==> src/sv/assert_macros.svh <==
// assertion macros shared by the cache directory modules
`ifndef ASSERT_MACROS_SVH
`define ASSERT_MACROS_SVH

`ifndef ASSERT_OFF

// same-cycle implication, disabled while reset is high
`define ASSERT_IMPL(label, clk, rst, ante, cons) \
   label: assert property (@(posedge clk) disable iff (rst) (ante) |-> (cons)) \
      else $error("assertion failed");

// next-cycle implication, disabled while reset is high
`define ASSERT_NEXT(label, clk, rst, ante, cons) \
   label: assert property (@(posedge clk) disable iff (rst) (ante) |=> (cons)) \
      else $error("assertion failed");

`else

`define ASSERT_IMPL(label, clk, rst, ante, cons)
`define ASSERT_NEXT(label, clk, rst, ante, cons)

`endif

`endif

==> src/sv/lfatc_pkg.sv <==
// types and constants of the fully associative tag cache directory
package lfatc_pkg;

   localparam int ENTRIES = 8;
   localparam int IDX_W   = (ENTRIES > 1) ? $clog2(ENTRIES) : 1;
   localparam int KEY_W   = 64;
   localparam int STAMP_W = 32;
   localparam int SLOT_W  = 3;

   typedef enum logic {
      OP_LOOKUP = 1'b0,
      OP_INSERT = 1'b1
   } op_type;

   typedef enum logic [1:0] {
      ST_IDLE,
      ST_SCAN,
      ST_WAIT,
      ST_UPDATE
   } state_type;

   typedef struct packed {
      logic start;
      logic scan;
      logic update;
   } ctrl_cmd_type;

   typedef struct packed {
      logic rd_last;
   } dp_status_type;

endpackage

==> src/sv/lru_fully_associative_tag_cache_core.sv <==
// top level of the fully associative tag cache directory with lru replacement
//
// Fully associative directory of ENTRIES keys (64-bit) with least-recently-used
// replacement by 32-bit use stamps; one response beat per request beat. Each
// request passes an accept state, a scan that reads one entry per cycle from
// the key and stamp memories through their single registered read port, a
// wait state for the last compare and the directory update that loads the
// response register; the next request is taken only after that update. A
// waiting response does not block the next request; the update of the
// following one holds while the response register is full and stalled.
// Valid bits sit in flip-flops cleared by reset, so no clearing pass is needed.
// A lookup hit and every insert take a fresh stamp from one counter that wraps.

module lru_fully_associative_tag_cache_core import lfatc_pkg::*; (
   input  logic                clock,
   input  logic                reset,
   input  logic                req_valid,
   output logic                req_stall,
   input  logic                req_opcode,
   input  logic [KEY_W-1:0]    req_key,
   output logic                rsp_valid,
   input  logic                rsp_stall,
   output logic                rsp_hit,
   output logic [SLOT_W-1:0]   rsp_slot,
   output logic                rsp_evicted
);

   ctrl_cmd_type  cmd;
   dp_status_type status;

   lfatc_ctrl u_ctrl (
      .clock     (clock),
      .reset     (reset),
      .req_valid (req_valid),
      .req_stall (req_stall),
      .rsp_valid (rsp_valid),
      .rsp_stall (rsp_stall),
      .status    (status),
      .cmd       (cmd)
   );

   lfatc_dp u_dp (
      .clock       (clock),
      .reset       (reset),
      .cmd         (cmd),
      .status      (status),
      .req_opcode  (req_opcode),
      .req_key     (req_key),
      .rsp_hit     (rsp_hit),
      .rsp_slot    (rsp_slot),
      .rsp_evicted (rsp_evicted)
   );

endmodule

==> src/sv/lfatc_ctrl.sv <==
// sequencer for request accept, entry scan, directory update and response hand-off
`include "assert_macros.svh"

module lfatc_ctrl import lfatc_pkg::*; (
   input  logic          clock,
   input  logic          reset,
   input  logic          req_valid,
   output logic          req_stall,
   output logic          rsp_valid,
   input  logic          rsp_stall,
   input  dp_status_type status,
   output ctrl_cmd_type  cmd
);

   state_type state_ff, state_in;
   logic      rsp_valid_ff, rsp_valid_in;
   logic      rsp_free;

   always_ff @(posedge clock) begin
      if (reset) begin
         state_ff     <= ST_IDLE;
         rsp_valid_ff <= 1'b0;
      end else begin
         state_ff     <= state_in;
         rsp_valid_ff <= rsp_valid_in;
      end
   end

   always_comb begin
      state_in   = state_ff;
      cmd        = '0;
      req_stall  = 1'b1;
      rsp_free   = !rsp_valid_ff || !rsp_stall;
      rsp_valid_in = rsp_valid_ff && rsp_stall;
      case (state_ff)
         ST_IDLE: begin
            req_stall = 1'b0;
            if (req_valid) begin
               cmd.start = 1'b1;
               state_in  = ST_SCAN;
            end
         end
         ST_SCAN: begin
            cmd.scan = 1'b1;
            if (status.rd_last) begin
               state_in = ST_WAIT;
            end
         end
         ST_WAIT: begin
            // last entry is compared in this cycle
            state_in = ST_UPDATE;
         end
         ST_UPDATE: begin
            // hold the update until the output register can take the beat
            if (rsp_free) begin
               cmd.update   = 1'b1;
               rsp_valid_in = 1'b1;
               state_in     = ST_IDLE;
            end
         end
         default: begin
            state_in = ST_IDLE;
         end
      endcase
   end

   assign rsp_valid = rsp_valid_ff;

   `ASSERT_NEXT(a_accept_starts_scan, clock, reset, req_valid && !req_stall, state_ff == ST_SCAN)
   `ASSERT_NEXT(a_scan_end_waits, clock, reset, state_ff == ST_SCAN && status.rd_last,
                state_ff == ST_WAIT)
   `ASSERT_NEXT(a_update_loads_rsp, clock, reset, cmd.update,
                rsp_valid_ff && state_ff == ST_IDLE)

endmodule

==> src/sv/lfatc_dp.sv <==
// directory storage, scan compare stage, use counter and response register
`include "assert_macros.svh"

module lfatc_dp import lfatc_pkg::*; (
   input  logic                clock,
   input  logic                reset,
   input  ctrl_cmd_type        cmd,
   output dp_status_type       status,
   input  logic                req_opcode,
   input  logic [KEY_W-1:0]    req_key,
   output logic                rsp_hit,
   output logic [SLOT_W-1:0]   rsp_slot,
   output logic                rsp_evicted
);

   // storage
   logic [ENTRIES-1:0]  valid_ff, valid_in;
   logic [KEY_W-1:0]    key_mem   [ENTRIES];
   logic [STAMP_W-1:0]  stamp_mem [ENTRIES];
   logic [STAMP_W-1:0]  use_ctr_ff, use_ctr_in, ctr_next;

   // request latch
   op_type              op_ff;
   logic [KEY_W-1:0]    key_ff;

   // scan read stage
   logic [IDX_W-1:0]    rd_idx_ff, rd_idx_in;
   logic                cmp_vld_ff;
   logic [IDX_W-1:0]    cmp_idx_ff;
   logic                vld_rd_ff;
   logic [KEY_W-1:0]    key_rd_ff;
   logic [STAMP_W-1:0]  stamp_rd_ff;

   // scan accumulators
   logic                match_found_ff, match_found_in;
   logic [IDX_W-1:0]    match_idx_ff, match_idx_in;
   logic                free_found_ff, free_found_in;
   logic [IDX_W-1:0]    free_idx_ff, free_idx_in;
   logic [STAMP_W-1:0]  min_stamp_ff, min_stamp_in;
   logic [IDX_W-1:0]    min_idx_ff, min_idx_in;

   // update
   logic                is_insert;
   logic [IDX_W-1:0]    fill_idx;
   logic [IDX_W-1:0]    stamp_idx;
   logic                stamp_we;

   // response register
   logic                rsp_hit_ff;
   logic [SLOT_W-1:0]   rsp_slot_ff;
   logic                rsp_evicted_ff;

   assign is_insert = (op_ff == OP_INSERT);
   assign fill_idx  = free_found_ff ? free_idx_ff : min_idx_ff;
   assign stamp_idx = is_insert ? fill_idx : match_idx_ff;
   assign stamp_we  = cmd.update && (is_insert || match_found_ff);
   assign ctr_next  = STAMP_W'(use_ctr_ff + STAMP_W'(1));

   assign status.rd_last = (rd_idx_ff == IDX_W'(ENTRIES - 1));

   always_comb begin
      rd_idx_in = rd_idx_ff;
      if (cmd.start) begin
         rd_idx_in = '0;
      end else if (cmd.scan) begin
         rd_idx_in = IDX_W'(rd_idx_ff + IDX_W'(1));
      end
   end

   always_comb begin
      match_found_in = match_found_ff;
      match_idx_in   = match_idx_ff;
      free_found_in  = free_found_ff;
      free_idx_in    = free_idx_ff;
      min_stamp_in   = min_stamp_ff;
      min_idx_in     = min_idx_ff;
      if (cmd.start) begin
         match_found_in = 1'b0;
         free_found_in  = 1'b0;
      end else if (cmp_vld_ff) begin
         if (vld_rd_ff && key_rd_ff == key_ff && !match_found_ff) begin
            match_found_in = 1'b1;
            match_idx_in   = cmp_idx_ff;
         end
         if (!vld_rd_ff && !free_found_ff) begin
            free_found_in = 1'b1;
            free_idx_in   = cmp_idx_ff;
         end
         // strict less-than keeps the lowest index on ties
         if (cmp_idx_ff == '0 || stamp_rd_ff < min_stamp_ff) begin
            min_stamp_in = stamp_rd_ff;
            min_idx_in   = cmp_idx_ff;
         end
      end
   end

   always_comb begin
      valid_in   = valid_ff;
      use_ctr_in = use_ctr_ff;
      if (cmd.update && is_insert) begin
         valid_in[fill_idx] = 1'b1;
      end
      if (stamp_we) begin
         use_ctr_in = ctr_next;
      end
   end

   // control state
   always_ff @(posedge clock) begin
      if (reset) begin
         valid_ff   <= '0;
         use_ctr_ff <= '0;
         cmp_vld_ff <= 1'b0;
      end else begin
         valid_ff   <= valid_in;
         use_ctr_ff <= use_ctr_in;
         cmp_vld_ff <= cmd.scan;
      end
   end

   // payload and scan registers
   always_ff @(posedge clock) begin
      rd_idx_ff      <= rd_idx_in;
      cmp_idx_ff     <= rd_idx_ff;
      vld_rd_ff      <= valid_ff[rd_idx_ff];
      match_found_ff <= match_found_in;
      match_idx_ff   <= match_idx_in;
      free_found_ff  <= free_found_in;
      free_idx_ff    <= free_idx_in;
      min_stamp_ff   <= min_stamp_in;
      min_idx_ff     <= min_idx_in;
      if (cmd.start) begin
         op_ff  <= op_type'(req_opcode);
         key_ff <= req_key;
      end
      if (cmd.update) begin
         rsp_hit_ff     <= !is_insert && match_found_ff;
         rsp_evicted_ff <= is_insert && !free_found_ff;
         if (is_insert) begin
            rsp_slot_ff <= SLOT_W'(fill_idx);
         end else if (match_found_ff) begin
            rsp_slot_ff <= SLOT_W'(match_idx_ff);
         end else begin
            rsp_slot_ff <= '0;
         end
      end
   end

   // key and stamp memories, one registered read port each
   always_ff @(posedge clock) begin
      key_rd_ff   <= key_mem[rd_idx_ff];
      stamp_rd_ff <= stamp_mem[rd_idx_ff];
      if (cmd.update && is_insert) begin
         key_mem[fill_idx] <= key_ff;
      end
      if (stamp_we) begin
         stamp_mem[stamp_idx] <= ctr_next;
      end
   end

   assign rsp_hit     = rsp_hit_ff;
   assign rsp_slot    = rsp_slot_ff;
   assign rsp_evicted = rsp_evicted_ff;

   `ASSERT_NEXT(a_fill_sets_valid, clock, reset, cmd.update && is_insert,
                valid_ff[$past(fill_idx)])
   `ASSERT_NEXT(a_stamp_advances_ctr, clock, reset, stamp_we,
                use_ctr_ff == STAMP_W'($past(use_ctr_ff) + STAMP_W'(1)))
   `ASSERT_IMPL(a_evict_only_when_full, clock, reset,
                cmd.update && is_insert && !free_found_ff, &valid_ff)

endmodule
==> config.mk <==
export PLATFORM = sky130hd
export DESIGN_NAME = lru_fully_associative_tag_cache_core
export DESIGN_NICKNAME = d
export VERILOG_FILES = /design/src/sv/lfatc_pkg.sv /design/src/sv/lru_fully_associative_tag_cache_core.sv /design/src/sv/lfatc_ctrl.sv /design/src/sv/lfatc_dp.sv
export VERILOG_INCLUDE_DIRS = /design/src /design/src/sv
export SDC_FILE = /design/constraint.sdc
export NUM_CORES = 1
export LEC_CHECK = 0
export BUFFER_PORTS_ARGS = -buffer_cell sky130_fd_sc_hd__clkbuf_2
export CAP_MARGIN = 10
export CORE_MARGIN = 1
export CORE_UTILIZATION = 40
export DETAILED_ROUTE_END_ITERATION = 7
export PLACE_DENSITY_LB_ADDON = 0.1
export SLEW_MARGIN = 20
export SYNTH_ARGS = -nofsm -noshare
export SYNTH_HDL_FRONTEND = slang
export SYNTH_SLANG_ARGS = --single-unit
==> constraint.sdc <==
create_clock -name clock -period 15.1 [get_ports clock]
set_clock_uncertainty 0.05 [all_clocks]
set_input_delay 3.775 -clock clock [delete_from_list [all_inputs] [get_ports clock]]
set_output_delay 3.775 -clock clock [all_outputs]
set_load 0.05 [all_outputs]
* After elaboration in Yosys (flattened, before gate mapping)
Memory sizes are Yosys's and may differ from the RTL's. A register that Yosys moved wholly into a read port is not among the register bits. Cells that the tools add are included.
Operators by class: add/sub/neg operators 2, $lt $le $gt $ge 4, equality and inequality tests 8, muxes and demuxes 24, bitwise gates (word level) 2, reductions and logical operators 26
Operator list (count):
- == test 64 bit | 1
- adder 32 x 1 -> 32 bit, second input constant | 1
- less-than comparator 32 bit | 1
- 2-to-1 mux 1 bit | 14
- 2-to-1 mux 3 bit | 4
- AND reduction 3 bit | 4
- logical AND 1 bit | 9
- less-than comparator 3 x 4 -> 1 bit, second input constant | 2
- OR 8 bit | 1
- one-hot mux 2 bit (4 select lines) | 1
- logical NOT 1 bit | 6
- 2-to-1 mux 2 bit | 3
- == test 2 bit, second input constant | 2
- != test 2 bit, second input constant | 2
- AND reduction 2 bit | 2
- adder 3 x 1 -> 3 bit, second input constant | 1
- binary-select mux 1 bit (select 3 bit) | 1
- demux 1 bit (select 3 bit) | 1
- == test 3 bit, second input constant | 1
- greater-or-equal comparator 3 x 1 -> 1 bit, second input constant | 1
- logical NOT 3 bit | 1
- logical OR 1 bit | 3
- == test 2 x 1 -> 1 bit, second input constant | 1
- logical NOT 2 bit | 1
- 2 further kinds | 2
Storage, ports and cells: register bits after elaboration 164, memory bits (writable) 768, input port bits 69, output and inout port bits 7, logic and storage cells 87, memories 2
Memory list:
- u_dp.key_mem | depth 8, bits a word 64, read ports 1, clocked after memory_dff 1, write ports 1, RTL line lfatc_dp.sv:18 | logic [KEY_W-1:0] key_mem [ENTRIES];
- u_dp.stamp_mem | depth 8, bits a word 32, read ports 1, clocked after memory_dff 1, write ports 1, RTL line lfatc_dp.sv:19 | logic [STAMP_W-1:0] stamp_mem [ENTRIES];

* Logic depth before layout (Yosys ltp)
depth after elaboration 7, gate-level depth with buffers 8, mapped depth without buffers 7

* Modules after synthesis
A second synthesis with hierarchy kept.
Second synthesis, totals: cell total of the unflattened synthesis 1903, area total of the unflattened synthesis 38451.9 um2
By module, submodules not included:
- lfatc_dp | instances 1, cells each 1879, area each 38229.2 um2, sequential area each 29318.1 um2
- lfatc_ctrl | instances 1, cells each 24, area each 222.7 um2, sequential area each 60.1 um2

* Worst setup path after synthesis
No wires, ideal clock.
kind input to register, start in rsp_stall, end mem u_dp.key_mem[6][0] (enable), setup time 0.567 ns, data arrival time 8.864 ns, data required time 14.483 ns, path slack 5.620 ns, stages on the path 3, buffers on the path 0, cell sequence a21boi_1 -> nand3_1 -> nor3_1
On the way: word-level cells in the longest chain between the ends 7
Ends and longest elaborated chain:
- start: declaration | RTL line lru_fully_associative_tag_cache_core.sv:22 | input logic rsp_stall,
- logical NOT 1 bit | RTL line lfatc_ctrl.sv:33 | rsp_free = !rsp_valid_ff || !rsp_stall;
- logical OR 1 bit | RTL line lfatc_ctrl.sv:33
- 2-to-1 mux 1 bit | RTL line lfatc_ctrl.sv:55 | if (rsp_free) begin
- 2-to-1 mux 1 bit | RTL line lfatc_ctrl.sv:35 | case (state_ff)
- logical AND 1 bit | RTL line lfatc_dp.sv:153 | if (cmd.update && is_insert) begin
- 2-to-1 mux 1 bit | RTL line lfatc_dp.sv:153
- 2-to-1 mux 1 bit (implied by the code) | RTL line lfatc_dp.sv:154 | key_mem[fill_idx] <= key_ff;
- end: declaration | RTL line lfatc_dp.sv:18
No other way between the ends.

==> impl_metrics.json <==
{
  "grt_usage": 0.167,
  "avgSynthCellArea_um2": 20.3,
  "final_cells": 3400,
  "clk_latency_ns": 0.68,
  "grt_pass1_wl_um": 121000,
  "chipWidth_um": 312,
  "crit_fanout": 40,
  "grt_antenna_before_repair": 3,
  "grt_pass1_vias": 18600,
  "place.gp.congestion": 0.729,
  "fmax_mhz": 164,
  "io_buffers": 75,
  "powerDensity_mw_per_mm2": 160,
  "post_drt_wl_per_cell_um": 23.6,
  "crit_arrival_ns": 6.35,
  "synth_seq_cells": 1028,
  "outcome": "finished, final reports clean",
  "drt_iter0_drc": 1472,
  "drc": 0,
  "drt_wl_total_um": 80200,
  "tightest_slew_ns": 1.05,
  "cts_buffers": 109,
  "setup_violations": 0,
  "synth_area_mm2": 0.0384,
  "p_seq_frac": 0.491,
  "cts_tree": "done",
  "synth_edf_count": 879,
  "h-tree-depth": 3,
  "combPwrFrac": 0.136,
  "fin_crit_ns": 6.10,
  "fin_util": 0.464,
  "hpwl_um": 46000,
  "dr_total_vias": 17400,
  "hold_path_class": "reg -> reg",
  "yosysWarningCount": 0,
  "cp-start-kind": "input pin",
  "slew_headroom": 0.302,
  "gr-total-overflow": 0,
  "cts_resized": 0,
  "place_inst": 3194,
  "ctsRootBufferMaster": "clkbuf_16",
  "grt_use_met2": 0.281,
  "required_ns": 15.35,
  "cts_hold_buf": 0,
  "syn_nets": 2000,
  "ys_seq_area_frac": 0.765,
  "slew_viol_final": 0,
  "die-area_mm2": 0.0973,
  "area_growth_pct": 14.7,
  "io_pins": 76,
  "leakage_nw": 14.7,
  "fillCellCount": 8022,
  "vias_per_cell": 5.11,
  "antenna_left": 0,
  "async_reset_ff_frac": 0,
  "clockBufferDepth": 3,
  "peakVddDrop_mv": 0.0968,
  "power_mw": 7.08,
  "yosysTopAreaCell": "edfxtp_1",
  "grt_max_degree": 103,
  "power.switching_mw": 1.73,
  "clkPwrFrac": 0.373,
  "clk_pin_slew_ns": 0.06,
  "synth_area_leaders": "edfxtp_1 (69%), mux4_2 (11%), dfxtp_1 (7.8%)",
  "critPathKind": "in -> reg",
  "final_nets": 2148,
  "grt_use_met3": 0.0252,
  "post_cts_buffers": 0,
  "synth_top_area_frac": 0.687,
  "p_int_mw": 5.34,
  "dr.pass1.iters": 5,
  "met1_usage": 0.226,
  "rsz0062_at_grt": "false",
  "initial_core_util": 0.404,
  "busiest_layer": "met2",
  "hold_viol": 0,
  "setup_tns_ns": 0,
  "netlist_top_cells_count": "edfxtp_1 (879), mux4_2 (194), dfxtp_1 (149)",
  "synthCells": 1892,
  "synth.distinct_cells": 49,
  "fin_crit_sh": 0.404,
  "clkSinkCount": 1028,
  "cp-end-kind": "flip-flop",
  "regToRegSetupSlack_ns": 11.53,
  "core_area_mm2": 0.0950,
  "swShare": 0.245,
  "rows": 113,
  "yosys.cell_count.top_type": "edfxtp_1",
  "synth_flop_cell": "edfxtp_1",
  "diodes": 0,
  "drv_cap": 0,
  "drive_above_1_share": 0.275,
  "die-height_um": 312
}
==> metal layers <==
layer	vias up	wire length, um
met4	0	1770
met5	-	0
met1	9100	35400
met3	113	2800
li1	7834	-
met2	312	40200
==> power by group through the flow <==
stage / clock, mW / combinational (mW) / sequential, mW
after floorplan: 0 / 0.746 / 3.45
after global placement: 0 / 0.993 / 3.53
after detailed placement: 0 / 0.998 / 3.54
after CTS: 2.72 / 1.00 / 3.48
after global routing: 2.82 / 1.06 / 3.50
final: 2.64 / 0.965 / 3.47
==> worst paths after layout <==
check,start,end,cells past startpoint
worst min register to register,u_dp.stamp_rd_ff[7]$_DFF_P_,u_dp.min_stamp_ff[7]$_DFFE_PP_,0
worst max register to register,u_ctrl.state_ff[1]$_SDFFE_PP0P_,u_dp.key_mem[6][39]$_DFFE_PP_,7
worst min-delay path,u_dp.stamp_rd_ff[7]$_DFF_P_,u_dp.min_stamp_ff[7]$_DFFE_PP_,0
worst max-delay path,rsp_stall,u_dp.key_mem[6][39]$_DFFE_PP_,7
==> through the flow <==
stage	setup slack [ns]	instance area [um^2]	hold WS, ns
finish	9.00	44100	0.383
CTS	8.99	44100	0.386
global route	8.79	44100	0.393
global placement	8.28	40500	0.369
floorplan	5.62	38400	0.302
detailed placement	8.27	40500	0.372
==> worst max-delay path, stage by stage <==
cell and delay, ns:
clkbuf_2 0.10, a21boi_1 0.13, buf_4 0.24, nand3_1 0.33, nor3_2 0.58, buf_4 0.47, buf_4 0.66
==> area by class of cell <==
cell class	instances	area (um^2)	share of cell area
flip-flops and latches	1028	29400	0.667
multi-input cells	748	8700	0.197
clock buffers	149	2990	0.0678
well taps	1265	1580	0.0359
repair buffers	109	668	0.0152
clock inverters	57	579	0.0131
inverters	44	168	0.00380
==> state kept, by name, summed over array words and instances, names as in the netlist, 2 cells and up <==
| name | count |
|---|---|
| u_dp.key_mem | 512 |
| u_dp.stamp_mem | 256 |
| u_dp.key_ff | 64 |
| u_dp.key_rd_ff | 64 |
| u_dp.min_stamp_ff | 32 |
| u_dp.stamp_rd_ff | 32 |
| u_dp.use_ctr_ff | 32 |
| u_dp.valid_ff | 8 |
| u_dp.cmp_idx_ff | 3 |
| u_dp.free_idx_ff | 3 |
| u_dp.match_idx_ff | 3 |
| u_dp.min_idx_ff | 3 |
| u_dp.rd_idx_ff | 3 |
| u_dp.rsp_slot | 3 |
| u_ctrl.state_ff | 2 |
==> logic make-up after synthesis <==
logic type | synth area share
AND/OR/NAND/NOR | 0.0301
flip-flops | 0.765
multiplexers | 0.144
XOR/XNOR | 0.0264
buffers and inverters | 0.0122
AO/OA/AOI/OAI | 0.00958
adder cells (fa/ha/maj) | 0.0127
==> cells in the final DEF, fill, tap and decap left out, drive strengths merged, types with 39 or more instances in the layout <==
cell type  instances
edfxtp           879
mux2              99
ha                39
clkbuf           224
dfxtp            149
mux4             194
nand2             48
xnor2             89
clkinv            42
inv               47
nor2              76
Note: power is estimated with default switching activity, not from simulation.
